--- src/hdl/arlt_ram.sv ---
// ----------------------------------------------------------------------------
// arlt_ram: generic single port ram
// One access per cycle: optional write, registered read data of the old contents.
// ----------------------------------------------------------------------------
module arlt_ram #(
    parameter int WIDTH = 8,
    parameter int DEPTH = 256
) (
    input  logic                     clk,
    input  logic                     we,
    input  logic [$clog2(DEPTH)-1:0] addr,
    input  logic [WIDTH-1:0]         wdata,
    output logic [WIDTH-1:0]         rdata
);

    logic [WIDTH-1:0] mem [DEPTH];

    // write and registered read
    always_ff @(posedge clk)
    begin
        if (we)
        begin
            mem[addr] <= wdata;
        end
        rdata <= mem[addr];
    end

endmodule

--- config.mk ---
export PLATFORM = sky130hd
export DESIGN_NAME = arlt_ram
export DESIGN_NICKNAME = d
export VERILOG_FILES = /design/src/hdl/arlt_ram.sv
export SDC_FILE = /design/constraint.sdc
export NUM_CORES = 2
export LEC_CHECK = 0
export BUFFER_PORTS_ARGS = -buffer_cell sky130_fd_sc_hd__buf_4
export CORE_MARGIN = 5
export CORE_UTILIZATION = 40
export CTS_BUF_LIST = sky130_fd_sc_hd__clkbuf_2 sky130_fd_sc_hd__clkbuf_4 sky130_fd_sc_hd__clkbuf_8
export DETAILED_ROUTE_END_ITERATION = 7
export HOLD_SLACK_MARGIN = 0.12
export MAX_ROUTING_LAYER = met4
export SETUP_SLACK_MARGIN = 0.4
export SYNTH_ARGS = -nofsm -noshare
export SYNTH_HDL_FRONTEND = slang
export SYNTH_SLANG_ARGS = --single-unit
--- constraint.sdc ---
create_clock -name clk -period 7 [get_ports clk]
set_input_delay 0 -clock clk [delete_from_list [all_inputs] [get_ports clk]]
set_output_delay 0 -clock clk [all_outputs]
set_load 0.02 [all_outputs]
==> results.yml <==
power_and_ir_drop:
  p_total_w: 0.0246
  power.density_nw_per_um2: 278
  leakage_nw: 26.8
  peakVddDrop_mv: 0.213
synthesis:
  syn_inst: 3547
  ys_warn_count: 0
  synth_cell_type_count: 22
  syn_nets: 3565
  syn_area_per_cell_um2: 22.1
  synth_edf_count: 2048
  syn-cell-area_um2: 78500
  ys_ff_latch: 2056
  seq_area_frac_synth_pct: 78.6
  async_flop_share_pct: 0
  synthFlopType: "edfxtp_1"
worst_setup_path:
  cp_max_fo: 54
  cp.required_ns: 7.92
  start_kind: "input pin"
  cp.arrival_ns: 4.79
  critPathCaptureType: "flip-flop"
  reg2reg_depth: 6
  crit_type: "input pin to flip-flop"
cts:
  path_clk_slew_ns: 0.06
  cts_root_buf: "clkbuf_8"
  cts.htree.levels: 5
  tritoncts: "built"
  clk_latency_ns: 1.04
  post_cts_buffers: 0
  cts.sinks: 2056
  cts-buffers-inserted: 343
  clock_path_buffers: 4
placed_design:
  port_buffers: 25
  gp_congestion: 0.823
  dp_hpwl_um: 111000
  placed_cells: 6069
sta:
  grt_setup_unrepaired: "no"
  tns_ns: 0
  min_period_over_period_pct: 55.2
  fin_crit_ns: 3.87
  fmax_ghz: 0.259
  hold_viol: 0
  setup_viol: 0
  finClkSkew_ns: 0.0779
  worst_slew_pin_slew_ns: 1.29
  relSlewSlack_pct: 12.6
  drv_slew: 0
drt:
  drtPass1Iterations: 5
  avgRoutedWirePerCell_um: 28.9
  drt-total-wl_um: 193000
  post_drt_via_cell_ratio: 5.68
  drc: 0
  drtIter0Drc: 4178
  vias: 37982
  drtAntennaViolNets: 0
floorplan:
  start_util_pct: 40.3
  chipHeight_um: 453
  ios: 26
  die_width_um: 453
  dieArea_um2: 205000
  row_count: 162
  core_um2: 195000
cells_and_area:
  nNetsFinal: 3842
  layout-drive-gt1-share_pct: 28.4
  final_cells: 6691
  area_growth_pct: 12.8
  utilization_pct: 45.4
job:
  drv_cap: 0
global_routing:
  gr-max-usage-layer: "met2"
  grt_pass1_vias: 39157
  antenna_found_initial: 11
  gr-usage-met2_pct: 29.7
  grt_max_degree: 153
  gr-total-overflow: 0
  grt_util_met1_pct: 25.8
  grt_pass1_wl_um: 279000
  grt_usage_pct: 19.3
  use_met3_pct: 4.28
min_path:
  holdCritPathClass: "input pin to flip-flop"
  timing.hold.worst_path_depth: 6
run_status:
  status: "finished, final reports clean"
-- final cells by class --
| type | instances | area, um^2 |
|---|---|---|
| antenna | 10 | 25.0 |
| clock buffer | 441 | 5480 |
| clock inverter | 137 | 729 |
| fill | 16344 | 106000 |
| inverter | 1 | 3.75 |
| multi-input combinational | 1258 | 15800 |
| sequential | 2056 | 61700 |
| tap | 2624 | 3280 |
| timing repair buffer | 164 | 1550 |
-- report_power, final --
group | leakage (nW) | switching [W] | internal (W) | total (W)
clock network | 3.29 | 0.00462 | 0.00527 | 0.00989
logic | 5.04 | 0.000750 | 0.000395 | 0.00115
registers | 18.5 | 0.0000229 | 0.0136 | 0.0136
total | 26.8 | 0.00540 | 0.0192 | 0.0246
-- synthesized netlist by cell type (all sizes together) (2+ instances only) --
cell,number,area [um^2]
nand3,13,65.1
and2,3,18.8
nor3,30,150
nand2b,6,37.5
nand2,28,105
mux4,512,11500
clkbuf,145,544
buf,87,552
o41ai,32,280
edfxtp,2048,61500
or2,2,12.5
nor2,232,871
a21oi,128,641
a22oi,256,1920
dfxtp,8,160
nor2b,7,43.8
nand4,8,50.1
-- stage by stage --
step	worst slack (ns)	hold slack, ns	area, um^2
2_1_floorplan	4.78	0.0989	78500
3_3_place_gp	2.79	0.523	81900
3_5_place_dp	2.81	0.512	81900
4_1_cts	3.12	0.137	88500
5_1_grt	2.96	0.164	88500
6_report	3.13	0.176	88500
-- layout by cell type (no fill, tap or decap), types with 2 or more instances in the layout --
cell type	count
nor3_1	30
nand2_1	28
clkinv_2	37
or2_2	2
a22oi_1	256
nand2b_2	2
nor2b_4	2
nor2b_1	5
buf_16	2
nor2_1	231
clkinvlp_4	6
buf_12	10
o41ai_1	27
nand4_1	8
nand3_2	3
mux4_2	512
inv_6	2
bufinv_16	5
a21oi_1	128
dfxtp_1	8
clkbuf_8	347
o41ai_2	5
nand3_1	10
clkbuf_4	94
and2_1	2
nand2b_1	4
buf_8	10
buf_4	110
diode_2	10
dlygate4sd3_1	32
clkinv_1	86
edfxtp_1	2048
-- cells by family after synthesis --
kind of cell	count (synthesis)	synth area share (%)
compound gates	416	3.62
simple gates	330	1.73
buf+inv	233	1.40
flops	2056	78.6
mux	512	14.7
-- sequential cells by signal, indices dropped and copies added, names as in the netlist --
| name | flops |
|---|---|
| rdata | 8 |
| mem | 2048 |
-- worst max-delay path, stage by stage --
cell	delay, ns
dlygate4sd3_1	0.58
buf_8	0.45
buf_4	0.50
buf_4	0.59
mux4_2	0.43
a22oi_1	0.19
a21oi_1	0.16
o41ai_1	1.08
nand4_1	0.16
dlygate4sd3_1	0.61
-- path summary, 6_finish.rpt --
check / slack, ns / to / start
setup / recovery: 3.13 / rdata[0]$_DFF_P_ / addr[1]
hold / removal: 0.18 / rdata[1]$_DFF_P_ / addr[0]
setup reg to reg: 3.73 / rdata[0]$_DFF_P_ / mem[111][0]$_DFFE_PP_
hold reg to reg: 1.03 / rdata[1]$_DFF_P_ / mem[119][1]$_DFFE_PP_
-- routing by layer --
| metal | vias to the layer above | routed length, um |
|---|---|---|
| met2 | 1612 | 93600 |
| li1 | 15681 | - |
| met4 | 0 | 5180 |
| met1 | 20334 | 79000 |
| met5 | - | 0 |
| met3 | 355 | 15400 |
-- timing repair --
item,in CTS,in global routing
resized for setup,0,0
hold buffers,34,0
endpoints found under the hold margin,1970,0
setup endpoints to repair,0,0
Power figures use the tool's default switching activity.
